<file path="config.mk">
export PLATFORM = sky130hd
export DESIGN_NAME = greedy_element_coloring
export DESIGN_NICKNAME = d
export VERILOG_FILES = /design/src/sv/gec_pkg.sv /design/src/sv/gec_ram.sv /design/src/sv/gec_apb.sv /design/src/sv/greedy_element_coloring.sv
export SDC_FILE = /design/constraint.sdc
export NUM_CORES = 2
export LEC_CHECK = 0
export ABC_CLOCK_PERIOD_IN_PS = 7300
export BUFFER_PORTS_ARGS = -buffer_cell sky130_fd_sc_hd__buf_4
export CAP_MARGIN = 20
export CORE_AREA = 2 2 659 661
export CTS_BUF_LIST = sky130_fd_sc_hd__clkbuf_8
export DETAILED_ROUTE_END_ITERATION = 8
export DIE_AREA = 0 0 661 663
export HOLD_SLACK_MARGIN = 0.06
export RECOVER_POWER = 100
export SYNTH_ARGS = -nofsm -noshare
export SYNTH_HDL_FRONTEND = slang
export SYNTH_MEMORY_MAX_BITS = 65536
export SYNTH_SLANG_ARGS = --single-unit
</file>
<file path="constraint.sdc">
create_clock -name clk -period 7.3 [get_ports clk]
set_clock_uncertainty 0.1 [all_clocks]
set_input_delay 1.095 -clock clk [delete_from_list [all_inputs] [get_ports clk]]
set_output_delay 1.095 -clock clk [all_outputs]
set_load 0.01 [all_outputs]
</file>
<file path="src/sv/gec_pkg.sv">
package gec_pkg;

    localparam int DOF_W    = 8;
    localparam int IDX_W    = 6;
    localparam int COLOR_W  = 6;
    localparam int CCOUNT_W = 7;
    localparam int NPE_W    = 3;
    localparam int TAG_W    = 8;

    localparam int APB_DW = 32;
    localparam int APB_AW = 3;

    // register index taken from paddr above the byte offset
    localparam logic [0:0] REG_NPE = 1'b0;

    localparam logic [NPE_W-1:0] NPE_RESET = 3'd4;

    typedef struct packed {
        logic [DOF_W-1:0] dof_id;
        logic             last_item;
    } gec_in_t;

    typedef struct packed {
        logic [IDX_W-1:0]    element_index;
        logic [COLOR_W-1:0]  color;
        logic [CCOUNT_W-1:0] color_count;
        logic                overflow;
        logic                last;
    } gec_out_t;

endpackage

</file>
<file path="src/sv/gec_ram.sv">
module gec_ram
#(
    parameter int WIDTH = 8,
    parameter int DEPTH = 256
)
(
    input  logic                                  clk,
    input  logic                                  we,
    input  logic [((DEPTH > 1) ? $clog2(DEPTH) : 1)-1:0] waddr,
    input  logic [WIDTH-1:0]                      wdata,
    input  logic [((DEPTH > 1) ? $clog2(DEPTH) : 1)-1:0] raddr,
    output logic [WIDTH-1:0]                      rdata
);

    logic [WIDTH-1:0] mem [DEPTH];

    always_ff @(posedge clk)
    begin
        if (we)
        begin
            mem[waddr] <= wdata;
        end
        rdata <= mem[raddr];
    end

endmodule

</file>
<file path="src/sv/gec_apb.sv">
module gec_apb
    import gec_pkg::*;
(
    input  logic              clk,
    input  logic              rst_n,
    input  logic              psel,
    input  logic              penable,
    input  logic              pwrite,
    input  logic [APB_AW-1:0] paddr,
    input  logic [APB_DW-1:0] pwdata,
    output logic [APB_DW-1:0] prdata,
    output logic              pready,
    output logic [NPE_W-1:0]  npe
);

    logic [NPE_W-1:0] npe_reg;
    logic [NPE_W-1:0] npe_next;
    logic             sel_npe;

    assign sel_npe = (paddr[APB_AW-1] == REG_NPE);

    always_comb
    begin
        npe_next = npe_reg;
        if (psel && penable && pwrite && sel_npe)
        begin
            npe_next = pwdata[NPE_W-1:0];
        end
    end

    always_ff @(posedge clk or negedge rst_n)
    begin
        if (!rst_n)
        begin
            npe_reg <= NPE_RESET;
        end
        else
        begin
            npe_reg <= npe_next;
        end
    end

    assign prdata = sel_npe ? {{(APB_DW-NPE_W){1'b0}}, npe_reg} : '0;
    assign pready = 1'b1;
    assign npe    = npe_reg;

endmodule

</file>
<file path="src/sv/greedy_element_coloring.sv">
// Channel   Signals                            Accepted when
// config    psel penable pwrite paddr pwdata   psel & penable & pwrite (pready = 1)
// item in   start item                         start & !busy
// result    result_valid result                every cycle result_valid is high
//
// Load: one item per cycle while busy is low; a short final element is padded by
// repeating its last DOF. Coloring, per pass: an already colored element is skipped
// after its color store read, else its DOFs are checked against the DOF mask and marked
// there if it takes the color (node store read feeds the DOF mask read). Results leave
// back to back, one per cycle, then S_ELAST closes the set. After reset, and once every
// 255 passes, busy stays high while the DOF mask store is swept clean. Results cannot be held off.
module greedy_element_coloring
    import gec_pkg::*;
#(
    parameter int MAX_ELEMENTS          = 64,
    parameter int MAX_NODES_PER_ELEMENT = 4,
    parameter int DOF_COUNT             = 256
)
(
    input  logic              clk,
    input  logic              rst_n,
    input  logic              psel,
    input  logic              penable,
    input  logic              pwrite,
    input  logic [APB_AW-1:0] paddr,
    input  logic [APB_DW-1:0] pwdata,
    output logic [APB_DW-1:0] prdata,
    output logic              pready,
    input  logic              start,
    output logic              busy,
    input  gec_in_t           item,
    output logic              result_valid,
    output gec_out_t          result
);

    localparam int EW     = (MAX_ELEMENTS > 1) ? $clog2(MAX_ELEMENTS) : 1;
    localparam int CW     = $clog2(MAX_ELEMENTS + 1);
    localparam int NDEPTH = MAX_ELEMENTS * MAX_NODES_PER_ELEMENT;
    localparam int NAW    = (NDEPTH > 1) ? $clog2(NDEPTH) : 1;
    localparam int PW     = $clog2(MAX_NODES_PER_ELEMENT + 1);
    localparam int LW     = (MAX_NODES_PER_ELEMENT > 1) ? $clog2(MAX_NODES_PER_ELEMENT) : 1;
    localparam int MW     = $clog2(DOF_COUNT);
    localparam int CSW    = COLOR_W + 1;
    localparam logic [TAG_W-1:0] TAG_LAST = '1;

    typedef enum logic [11:0] {
        S_IDLE    = 12'b0000_0000_0001,
        S_FILL    = 12'b0000_0000_0010,
        S_CLEAR   = 12'b0000_0000_0100,
        S_CINIT   = 12'b0000_0000_1000,
        S_PASS    = 12'b0000_0001_0000,
        S_FLAG    = 12'b0000_0010_0000,
        S_FLAGCHK = 12'b0000_0100_0000,
        S_CHECK   = 12'b0000_1000_0000,
        S_MARK    = 12'b0001_0000_0000,
        S_ELEND   = 12'b0010_0000_0000,
        S_EMIT    = 12'b0100_0000_0000,
        S_ELAST   = 12'b1000_0000_0000
    } state_t;

    // configuration
    logic [NPE_W-1:0] npe_cfg;
    logic [PW-1:0]    npe_eff;

    // control state
    state_t            state_reg, state_next;
    logic [CW-1:0]     ecount_reg, ecount_next;
    logic [NAW-1:0]    base_reg, base_next;
    logic [PW-1:0]     pos_reg, pos_next;
    logic              ovf_reg, ovf_next;
    logic [CW-1:0]     ccolor_reg, ccolor_next;
    logic [CW-1:0]     remain_reg, remain_next;
    logic [TAG_W-1:0]  tag_reg, tag_next;
    logic [MW-1:0]     clr_addr_reg, clr_addr_next;
    logic              clr_ret_reg, clr_ret_next;
    logic [EW-1:0]     e_reg, e_next;
    logic [PW-1:0]     k_reg, k_next;
    logic              conflict_reg, conflict_next;
    logic              s1_vld_reg, s1_vld_next;
    logic              s2_vld_reg, s2_vld_next;
    logic              o_vld_reg, o_vld_next;

    // payload
    logic [DOF_W-1:0]  fill_dof_reg, fill_dof_next;
    logic [LW-1:0]     s1_k_reg, s1_k_next;
    logic [EW-1:0]     o_idx_reg, o_idx_next;
    logic              o_last_reg, o_last_next;
    logic [MW-1:0]     lane_reg [MAX_NODES_PER_ELEMENT];

    // memory ports
    logic              node_we;
    logic [NAW-1:0]    node_waddr, node_raddr;
    logic [DOF_W-1:0]  node_wdata, node_rdata;
    logic              mask_we;
    logic [MW-1:0]     mask_waddr, mask_raddr;
    logic [TAG_W-1:0]  mask_wdata, mask_rdata;
    logic              col_we;
    logic [EW-1:0]     col_waddr, col_raddr;
    logic [CSW-1:0]    col_wdata, col_rdata;

    logic              stored;
    logic [PW-1:0]     pos_inc;
    logic              elem_end;
    logic              first_pass;
    logic              last_elem;
    logic              adv;
    logic [MW-1:0]     dof_map [2**DOF_W];

    gec_apb u_apb (
        .clk     (clk),
        .rst_n   (rst_n),
        .psel    (psel),
        .penable (penable),
        .pwrite  (pwrite),
        .paddr   (paddr),
        .pwdata  (pwdata),
        .prdata  (prdata),
        .pready  (pready),
        .npe     (npe_cfg)
    );

    gec_ram #(.WIDTH(DOF_W), .DEPTH(NDEPTH)) u_node_ram (
        .clk   (clk),
        .we    (node_we),
        .waddr (node_waddr),
        .wdata (node_wdata),
        .raddr (node_raddr),
        .rdata (node_rdata)
    );

    gec_ram #(.WIDTH(TAG_W), .DEPTH(DOF_COUNT)) u_mask_ram (
        .clk   (clk),
        .we    (mask_we),
        .waddr (mask_waddr),
        .wdata (mask_wdata),
        .raddr (mask_raddr),
        .rdata (mask_rdata)
    );

    gec_ram #(.WIDTH(CSW), .DEPTH(MAX_ELEMENTS)) u_color_ram (
        .clk   (clk),
        .we    (col_we),
        .waddr (col_waddr),
        .wdata (col_wdata),
        .raddr (col_raddr),
        .rdata (col_rdata)
    );

    // DOF number folded into the mask range
    for (genvar g = 0; g < 2**DOF_W; g++)
    begin : g_dof_map
        assign dof_map[g] = MW'(g % DOF_COUNT);
    end

    always_comb
    begin
        if (npe_cfg == '0)
        begin
            npe_eff = PW'(1);
        end
        else if (int'(npe_cfg) > MAX_NODES_PER_ELEMENT)
        begin
            npe_eff = PW'(MAX_NODES_PER_ELEMENT);
        end
        else
        begin
            npe_eff = PW'(npe_cfg);
        end
    end

    assign stored     = (ecount_reg < CW'(MAX_ELEMENTS));
    assign pos_inc    = pos_reg + PW'(1);
    assign elem_end   = (pos_inc >= npe_eff) || item.last_item;
    assign first_pass = (ccolor_reg == '0);
    assign last_elem  = ((CW'(e_reg) + CW'(1)) == ecount_reg);

    always_comb
    begin
        state_next    = state_reg;
        ecount_next   = ecount_reg;
        base_next     = base_reg;
        pos_next      = pos_reg;
        ovf_next      = ovf_reg;
        ccolor_next   = ccolor_reg;
        remain_next   = remain_reg;
        tag_next      = tag_reg;
        clr_addr_next = clr_addr_reg;
        clr_ret_next  = clr_ret_reg;
        e_next        = e_reg;
        k_next        = k_reg;
        conflict_next = conflict_reg;
        s1_vld_next   = 1'b0;
        s2_vld_next   = 1'b0;
        o_vld_next    = 1'b0;
        fill_dof_next = fill_dof_reg;
        s1_k_next     = s1_k_reg;
        o_idx_next    = o_idx_reg;
        o_last_next   = o_last_reg;
        adv           = 1'b0;

        node_we    = 1'b0;
        node_waddr = base_reg + NAW'(pos_reg);
        node_wdata = item.dof_id;
        node_raddr = base_reg + NAW'(k_reg);
        mask_we    = 1'b0;
        mask_waddr = clr_addr_reg;
        mask_wdata = '0;
        mask_raddr = dof_map[node_rdata];
        col_we     = 1'b0;
        col_waddr  = e_reg;
        col_wdata  = {~conflict_reg, COLOR_W'(ccolor_reg)};
        col_raddr  = e_reg;

        unique case (state_reg)
            S_IDLE:
            begin
                if (start)
                begin
                    node_we  = stored;
                    pos_next = pos_inc;
                    if (elem_end)
                    begin
                        pos_next = '0;
                        if (!stored)
                        begin
                            ovf_next = 1'b1;
                        end
                        if (stored && (pos_inc < npe_eff))
                        begin
                            // short final element: repeat its last DOF
                            fill_dof_next = item.dof_id;
                            pos_next      = pos_inc;
                            state_next    = S_FILL;
                        end
                        else
                        begin
                            if (stored)
                            begin
                                ecount_next = ecount_reg + CW'(1);
                                base_next   = base_reg + NAW'(MAX_NODES_PER_ELEMENT);
                            end
                            if (item.last_item)
                            begin
                                state_next = S_CINIT;
                            end
                        end
                    end
                end
            end

            S_FILL:
            begin
                node_we    = 1'b1;
                node_wdata = fill_dof_reg;
                pos_next   = pos_inc;
                if (pos_inc == npe_eff)
                begin
                    pos_next    = '0;
                    ecount_next = ecount_reg + CW'(1);
                    base_next   = base_reg + NAW'(MAX_NODES_PER_ELEMENT);
                    state_next  = S_CINIT;
                end
            end

            S_CLEAR:
            begin
                mask_we       = 1'b1;
                clr_addr_next = clr_addr_reg + MW'(1);
                if (clr_addr_reg == MW'(DOF_COUNT - 1))
                begin
                    tag_next   = '0;
                    state_next = clr_ret_reg ? S_PASS : S_IDLE;
                end
            end

            S_CINIT:
            begin
                ccolor_next = '0;
                remain_next = ecount_reg;
                state_next  = S_PASS;
            end

            S_PASS:
            begin
                if (remain_reg == '0)
                begin
                    e_next     = '0;
                    state_next = (ecount_reg == '0) ? S_ELAST : S_EMIT;
                end
                else if (tag_reg == TAG_LAST)
                begin
                    // tags about to wrap: sweep the mask first
                    clr_addr_next = '0;
                    clr_ret_next  = 1'b1;
                    state_next    = S_CLEAR;
                end
                else
                begin
                    tag_next   = tag_reg + TAG_W'(1);
                    e_next     = '0;
                    base_next  = '0;
                    state_next = S_FLAG;
                end
            end

            S_FLAG:
            begin
                state_next = S_FLAGCHK;
            end

            S_FLAGCHK:
            begin
                if (!first_pass && col_rdata[COLOR_W])
                begin
                    adv = 1'b1;
                end
                else
                begin
                    k_next        = '0;
                    conflict_next = 1'b0;
                    state_next    = S_CHECK;
                end
            end

            S_CHECK:
            begin
                if (k_reg < npe_eff)
                begin
                    k_next      = k_reg + PW'(1);
                    s1_vld_next = 1'b1;
                    s1_k_next   = k_reg[LW-1:0];
                end
                s2_vld_next = s1_vld_reg;
                if (s2_vld_reg && (mask_rdata == tag_reg))
                begin
                    conflict_next = 1'b1;
                end
                if ((k_reg == npe_eff) && !s1_vld_reg && !s2_vld_reg)
                begin
                    k_next     = '0;
                    state_next = conflict_reg ? S_ELEND : S_MARK;
                end
            end

            S_MARK:
            begin
                mask_we    = 1'b1;
                mask_waddr = lane_reg[k_reg[LW-1:0]];
                mask_wdata = tag_reg;
                k_next     = k_reg + PW'(1);
                if ((k_reg + PW'(1)) == npe_eff)
                begin
                    state_next = S_ELEND;
                end
            end

            S_ELEND:
            begin
                // pass 0 writes every entry so the colored bit is defined later
                col_we = first_pass || !conflict_reg;
                if (!conflict_reg)
                begin
                    remain_next = remain_reg - CW'(1);
                end
                adv = 1'b1;
            end

            S_EMIT:
            begin
                o_vld_next  = 1'b1;
                o_idx_next  = e_reg;
                o_last_next = last_elem;
                if (last_elem)
                begin
                    state_next = S_ELAST;
                end
                else
                begin
                    e_next = e_reg + EW'(1);
                end
            end

            S_ELAST:
            begin
                ecount_next = '0;
                pos_next    = '0;
                ovf_next    = 1'b0;
                base_next   = '0;
                state_next  = S_IDLE;
            end

            default:
            begin
                state_next = S_IDLE;
            end
        endcase

        if (adv)
        begin
            if (last_elem)
            begin
                ccolor_next = ccolor_reg + CW'(1);
                state_next  = S_PASS;
            end
            else
            begin
                e_next     = e_reg + EW'(1);
                base_next  = base_reg + NAW'(MAX_NODES_PER_ELEMENT);
                state_next = S_FLAG;
            end
        end
    end

    always_ff @(posedge clk or negedge rst_n)
    begin
        if (!rst_n)
        begin
            state_reg    <= S_CLEAR;
            ecount_reg   <= '0;
            base_reg     <= '0;
            pos_reg      <= '0;
            ovf_reg      <= 1'b0;
            ccolor_reg   <= '0;
            remain_reg   <= '0;
            tag_reg      <= '0;
            clr_addr_reg <= '0;
            clr_ret_reg  <= 1'b0;
            e_reg        <= '0;
            k_reg        <= '0;
            conflict_reg <= 1'b0;
            s1_vld_reg   <= 1'b0;
            s2_vld_reg   <= 1'b0;
            o_vld_reg    <= 1'b0;
        end
        else
        begin
            state_reg    <= state_next;
            ecount_reg   <= ecount_next;
            base_reg     <= base_next;
            pos_reg      <= pos_next;
            ovf_reg      <= ovf_next;
            ccolor_reg   <= ccolor_next;
            remain_reg   <= remain_next;
            tag_reg      <= tag_next;
            clr_addr_reg <= clr_addr_next;
            clr_ret_reg  <= clr_ret_next;
            e_reg        <= e_next;
            k_reg        <= k_next;
            conflict_reg <= conflict_next;
            s1_vld_reg   <= s1_vld_next;
            s2_vld_reg   <= s2_vld_next;
            o_vld_reg    <= o_vld_next;
        end
    end

    always_ff @(posedge clk)
    begin
        fill_dof_reg <= fill_dof_next;
        s1_k_reg     <= s1_k_next;
        o_idx_reg    <= o_idx_next;
        o_last_reg   <= o_last_next;
        if (s1_vld_reg)
        begin
            lane_reg[s1_k_reg] <= dof_map[node_rdata];
        end
    end

    assign busy                 = (state_reg != S_IDLE);
    assign result_valid         = o_vld_reg;
    assign result.element_index = IDX_W'(o_idx_reg);
    assign result.color         = col_rdata[COLOR_W-1:0];
    assign result.color_count   = CCOUNT_W'(ccolor_reg);
    assign result.overflow      = ovf_reg;
    assign result.last          = o_last_reg;

endmodule

</file>
Word-level counts from Yosys, hierarchy flattened
Memories as Yosys holds them, arrays and structs flattened. A register that Yosys moved wholly into a read port is not among the register bits.
Cells that the tools add are included.

storage, ports and cells
  register bits = 95
  memory bits (writable) = 4576
  bits in read-only memories = 2048
  bits of input ports = 50
  output and inout port bits = 56
  logic and storage cells = 223
  memories = 5

memory list
  name             depth  bits a word  read ports  clocked after Yosys merged registers in  write ports  line                            source
  (no name shown)  256    8            1           0                                        0            greedy_element_coloring.sv:464  lane_reg[s1_k_reg] <= dof_map[node_rdata];
  u_mask_ram.mem   256    8            1           1                                        1            gec_ram.sv:15                   logic [WIDTH-1:0] mem [DEPTH];
  u_node_ram.mem   256    8            1           1                                        1            gec_ram.sv:15
  u_color_ram.mem  64     7            1           1                                        1            gec_ram.sv:15
  lane_reg         4      8            1           0                                        1            greedy_element_coloring.sv:88   logic [MW-1:0] lane_reg [MAX_NODES_PER_ELEMENT];

cells by class
  $add $sub $neg = 12
  magnitude comparators = 6
  equality and inequality tests = 44
  multiplexer cells = 94
  bitwise logic cells = 4
  reduce and logical (&&, ||, !) cells = 37

operators by type and width
  kind                                             count
  2-to-1 mux 12 bit                                13
  2-to-1 mux 8 bit                                 19
  one-hot mux 12 bit (11 select lines)             1
  2-to-1 mux 7 bit                                 9
  2-to-1 mux 6 bit                                 7
  one-hot mux 8 bit (2 select lines)               2
  one-hot mux 8 bit (4 select lines)               1
  2-to-1 mux 3 bit                                 10
  inequality test 2 bit, second input constant     14
  inequality test 3 bit, second input constant     9
  logical NOT 7 bit                                3
  2-to-1 mux 1 bit                                 21
  one-hot mux 7 bit (3 select lines)               1
  one-hot mux 3 bit (3 select lines)               2
  adder 8 x 1 -> 8 bit, second input constant      2
  adder 8 x 3 -> 8 bit                             2
  == test 8 bit, second input constant             2
  adder 7 x 1 -> 7 bit, second input constant      2
  one-hot mux 7 bit (2 select lines)               1
  == test 12 x 1 -> 1 bit, second input constant   1
  == test 12 x 10 -> 1 bit, second input constant  1
  == test 12 x 11 -> 1 bit, second input constant  1
  == test 12 bit, second input constant            1
  == test 12 x 2 -> 1 bit, second input constant   1
  40 further kinds                                 71

Depth between registers and ports, before layout
  depth in word-level cells = 11
  gate-level depth with buffers = 13
  gate-level depth less buffers = 10

Hierarchy
From an unflattened synthesis, not the netlist that was laid out.

unflattened totals
  cell total of the unflattened synthesis = 9024
  area total of the unflattened synthesis = 184201.7 µm²

by module, submodules not included
  module                    instances  cells each  area each (µm²)  sequential area each (µm²)
  gec_ram (u_mask_ram ...)  2          3733        79556.3          61659.1
  gec_ram (u_color_ram)     1          835         17661.9          13593.0
  greedy_element_coloring   1          681         7023.0           3349.5
  gec_apb                   1          42          404.1            76.3

Least setup slack after synthesis
OpenSTA, ideal clock, no wires.

  path type = register to register
  from = register state_reg[1]
  to = memory u_mask_ram.mem[0][0] (data pin)
  library setup time = 0.869 ns
  arrival time = 4.935 ns
  data required time = 6.331 ns
  setup slack = 1.396 ns
  stages on the path, launching flop included = 7
  path buffers = 3
  period minus slack after synthesis = 5.904 ns
  cells stage by stage = dfrtp_1 -> nor4_4 -> and4_1 -> buf_4 -> buf_2 -> clkbuf_1 -> and2_1

on the way
  longest elaborated chain between the ends = 2

ends and longest elaborated chain
  element                  line                            source
  from (decl)              greedy_element_coloring.sv:66   state_t state_reg, state_next;
  from (signal assigned)   greedy_element_coloring.sv:437  state_reg <= state_next;
  == test 12 x 9 -> 1 bit  greedy_element_coloring.sv:214  unique case (state_reg)
  2-to-1 mux 8 bit         greedy_element_coloring.sv:214
  via mask_wdata[0]        greedy_element_coloring.sv:96   logic [TAG_W-1:0] mask_wdata, mask_rdata;
  to (decl)                gec_ram.sv:15

The timed path passes the listed nets, and every way through them passes these cells.

Final worst setup path
  from = register k_reg[0]
  to = register u_node_ram.rdata[1] (read register of u_node_ram.mem)

on the way
  longest elaborated chain between the ends = 1

ends and longest elaborated chain
  element                 line                            source
  from (decl)             greedy_element_coloring.sv:77   logic [PW-1:0] k_reg, k_next;
  from (signal assigned)  greedy_element_coloring.sv:448  k_reg <= k_next;
  adder 8 x 3 -> 8 bit    greedy_element_coloring.sv:204  node_raddr = base_reg + NAW'(k_reg);
  to (decl)               gec_ram.sv:12                   output logic [WIDTH-1:0] rdata

No other way between the ends.
A chain may end at the register's enable or synchronous reset.

==> results.tsv <==
metric	value	unit
seqPwrFrac	0.474	
rows	242	
routed_via_density	5.80	
hold_class	input pin to flip-flop	
max_clock_freq	157	MHz
fin_crit	6350	ps
synthDistinctLibCells	80	
grt_first_pass_wirelength	666000	um
cts_root_buf	clkbuf_8	
ctsResizeCount	0	
path_class	flip-flop to flip-flop	
clk_pin_slew	60	ps
dp_hpwl	272000	um
critPathRequiredTime	8370	ps
synthTopCellsByArea	edfxtp_1 (75%), mux4_2 (6.1%), mux2i_1 (5.6%), nor2_1 (1.5%), a22oi_1 (1.4%)	
crit_path_max_incr_delay	900	ps
placed_area	0.191	mm2
drive_gt1_frac	0.159	
syn-mean-instance-area	18.4	um2
cts_made_buffers	736	
grt_usage	0.205	
hold_viol	0	
synth_cells	10000	
grt_max_degree	257	
cts_tree	yes	
ys_ff_latch	4694	
ant_nets	0	
cts_max_path_buffers	4	
routabilityCongestion	0.849	
p_leak	62.5	nW
area_growth_syn_to_layout	10.8	%
end_kind	flip-flop	
die-area	0.438	mm2
fin_tns_setup	0	ps
fin_area	0.204	mm2
core	0.432	mm2
drc	0	
clkLatencyLatePin	1250	ps
synthFlopType	edfxtp_1	
cp_cell_sequence	clkbuf_1, ha_4, fa_4, a21oi_2, or3_1, nand2_1, buf_4, nand3_1, o22ai_1, a221oi_1, a22o_1	
start_kind	flip-flop	
netlist_area	0.184	mm2
yosys.area.top_type	edfxtp_1	
finalCritPeriodShare	0.871	
cellPowerDensity	313	mW/mm2
wl_per_cell	27.7	um
netlist.area_leader.share	0.748	
p_int	44.6	mW
die_width	661	um
largest_registers	u_mask_ram.mem: 2048 flops, u_node_ram.mem: 2048 flops, u_color_ram.mem: 448 flops	
routed_wl	463000	um
cp_num_buf_inv	2	
dieHeight	663	um
yosys_warnings	0	
cp_slowest_cell	a221oi_1	
ir_drop	245	uV
switchingPower	19.4	mW
relSlewSlack	-1.43	
num_vias	96800	
tightest_slew	3650	ps
io_pins	106	
finalSetupViolations	0	
first_pass_iters	6	
violations	max-capacitance violations, max-slew violations	
antenna_found_initial	13	
synth_edf_count	4593	
h-tree-depth	6	
drv_cap	49	
pwr-share-comb	0.207	
swShare	0.304	
start_util	0.427	
status	complete, but fails checks	
synth_seq_area_share	0.761	
maxSlewViolCount	2958	
rsz0062_at_grt	no	
clock_sinks	4694	
grt-ovfl-total	0	
finalNetCount	10400	
first_iter_violations	9779	
portBuffers	44	
grt_pass1_vias	97200	
async_reset_ff_frac	0.0166	
crit_family	simple AND/OR/NAND/NOR gates	
cp_max_fo	19	
p_clk_frac	0.319	
cp_data_arrival_time	7420	ps
==> cell usage in the layout (no fill, tap or decap), types with 24 or more instances in the layout <==
master	count
clkinv_2	75
and3_1	62
a221oi_1	150
buf_12	33
nor3_1	46
dfrtp_1	70
clkbuf_8	753
mux2i_1	1033
nand4_1	67
nor2b_1	66
a211oi_1	99
o22ai_1	138
edfxtp_1	4593
xor2_1	24
nand3_1	276
o2111ai_1	32
buf_4	113
nor4_1	44
a31oi_1	65
o221ai_1	63
mux2_2	142
xnor2_1	24
mux4_2	496
clkinv_1	208
a22oi_1	334
nor2_1	716
nand2_1	173
o21ai_0	74
inv_1	245
clkbuf_1	79
a22o_1	173
a21oi_1	77
conb_1	30
==> routing by layer <==
| layer | up-vias | routed length [um] | share of wire | GRT usage |
|---|---|---|---|---|
| met4 | 0 | 14000 | 0.030 | 0.0627 |
| met3 | 777 | 33500 | 0.072 | 0.0351 |
| met2 | 3902 | 225000 | 0.49 | 0.335 |
| met5 | - | 0 | 0 | 0 |
| met1 | 50500 | 190000 | 0.41 | 0.282 |
| li1 | 41600 | - | - | - |
==> power groups by stage <==
stage	Sequential [mW]	Clock (mW)	Combinational [mW]
6_report	30.3	20.4	13.2
5_1_grt	30.3	22.0	14.0
4_1_cts	30.3	20.8	13.4
3_5_place_dp	30.9	0	13.3
3_3_place_gp	30.9	0	13.2
2_1_floorplan	30.6	0	8.32
==> logic make-up after synthesis <==
kind of cell | share of synthesized area
AOI/OAI and AO/OA | 0.0532
DFF | 0.761
and+or+nand+nor | 0.0393
buffers and inverters | 0.0169
xor gates and xnor gates | 0.00250
muxes | 0.126
adders and majority gates | 0.00184
other | 0.0000407
==> stage by stage <==
| step | hold slack, ps | cells | worst slack [ps] | power [mW] | util |
|---|---|---|---|---|---|
| 2_1_floorplan | 349 | 10100 | 1400 | 38.9 | - |
| 3_3_place_gp | 396 | 15300 | 1590 | 44.1 | 0.443 |
| 3_5_place_dp | 403 | 15300 | 1570 | 44.2 | 0.443 |
| 4_1_cts | 94.4 | 16700 | 1550 | 64.5 | 0.474 |
| 5_1_grt | 167 | 16700 | 779 | 66.3 | 0.473 |
| 6_report | 218 | 16700 | 945 | 64.0 | 0.473 |
==> synthesized netlist by cell type (65+ instances only) <==
cell and count:
nand3_1 276, edfxtp_1 4593, o21ai_0 74, buf_2 206
clkbuf_1 333, o22ai_1 138, dfrtp_1 76, a21oi_1 77
a22oi_1 334, buf_1 73, a31oi_1 65, nor2_1 722
nor2b_1 67, a211oi_1 99, nand4_1 67, a22o_1 173
nand2_1 174, mux2_2 147, mux4_2 496, a221oi_1 150
mux2i_1 1033
==> tightest hold or removal path: cells and delay by family <==
kind / cells / cell delay (ps)
buffers and inverters: 1 / 110
and+or+nand+nor: 1 / 140
muxes: 1 / 170
==> final timing paths <==
kind / depth (start not counted) / to / startpoint / slack, ps
worst min register to register: 1 / u_apb.npe[0] / u_apb.npe[0] / 420
worst min-delay path: 3 / u_apb.npe[0] / penable / 220
max in group asynchronous: 4 / ccolor_reg[1] / rst_n / 2290
worst max-delay path: 11 / u_node_ram.rdata[1] / k_reg[0] / 950
worst max register to register: 11 / u_node_ram.rdata[1] / k_reg[0] / 950
min in group asynchronous: 2 / u_apb.npe[2] / rst_n / 300
==> cell type report <==
class	instances	area, um2
fill	35900	228000
sequential	4694	140000
multi-input combinational	4658	41300
clock buffer	753	10400
tap	5734	7170
clock inverter	570	3050
timing repair buffer	253	2090
inverter	25	95.1
antenna	9	22.5
==> repair_timing <==
action	CTS	global route
hold buffers	13	0
endpoints found under the hold margin	28	0
endpoints found under the setup margin	0	0
buffers inserted	0	0
(Power assumes the default switching activity.)
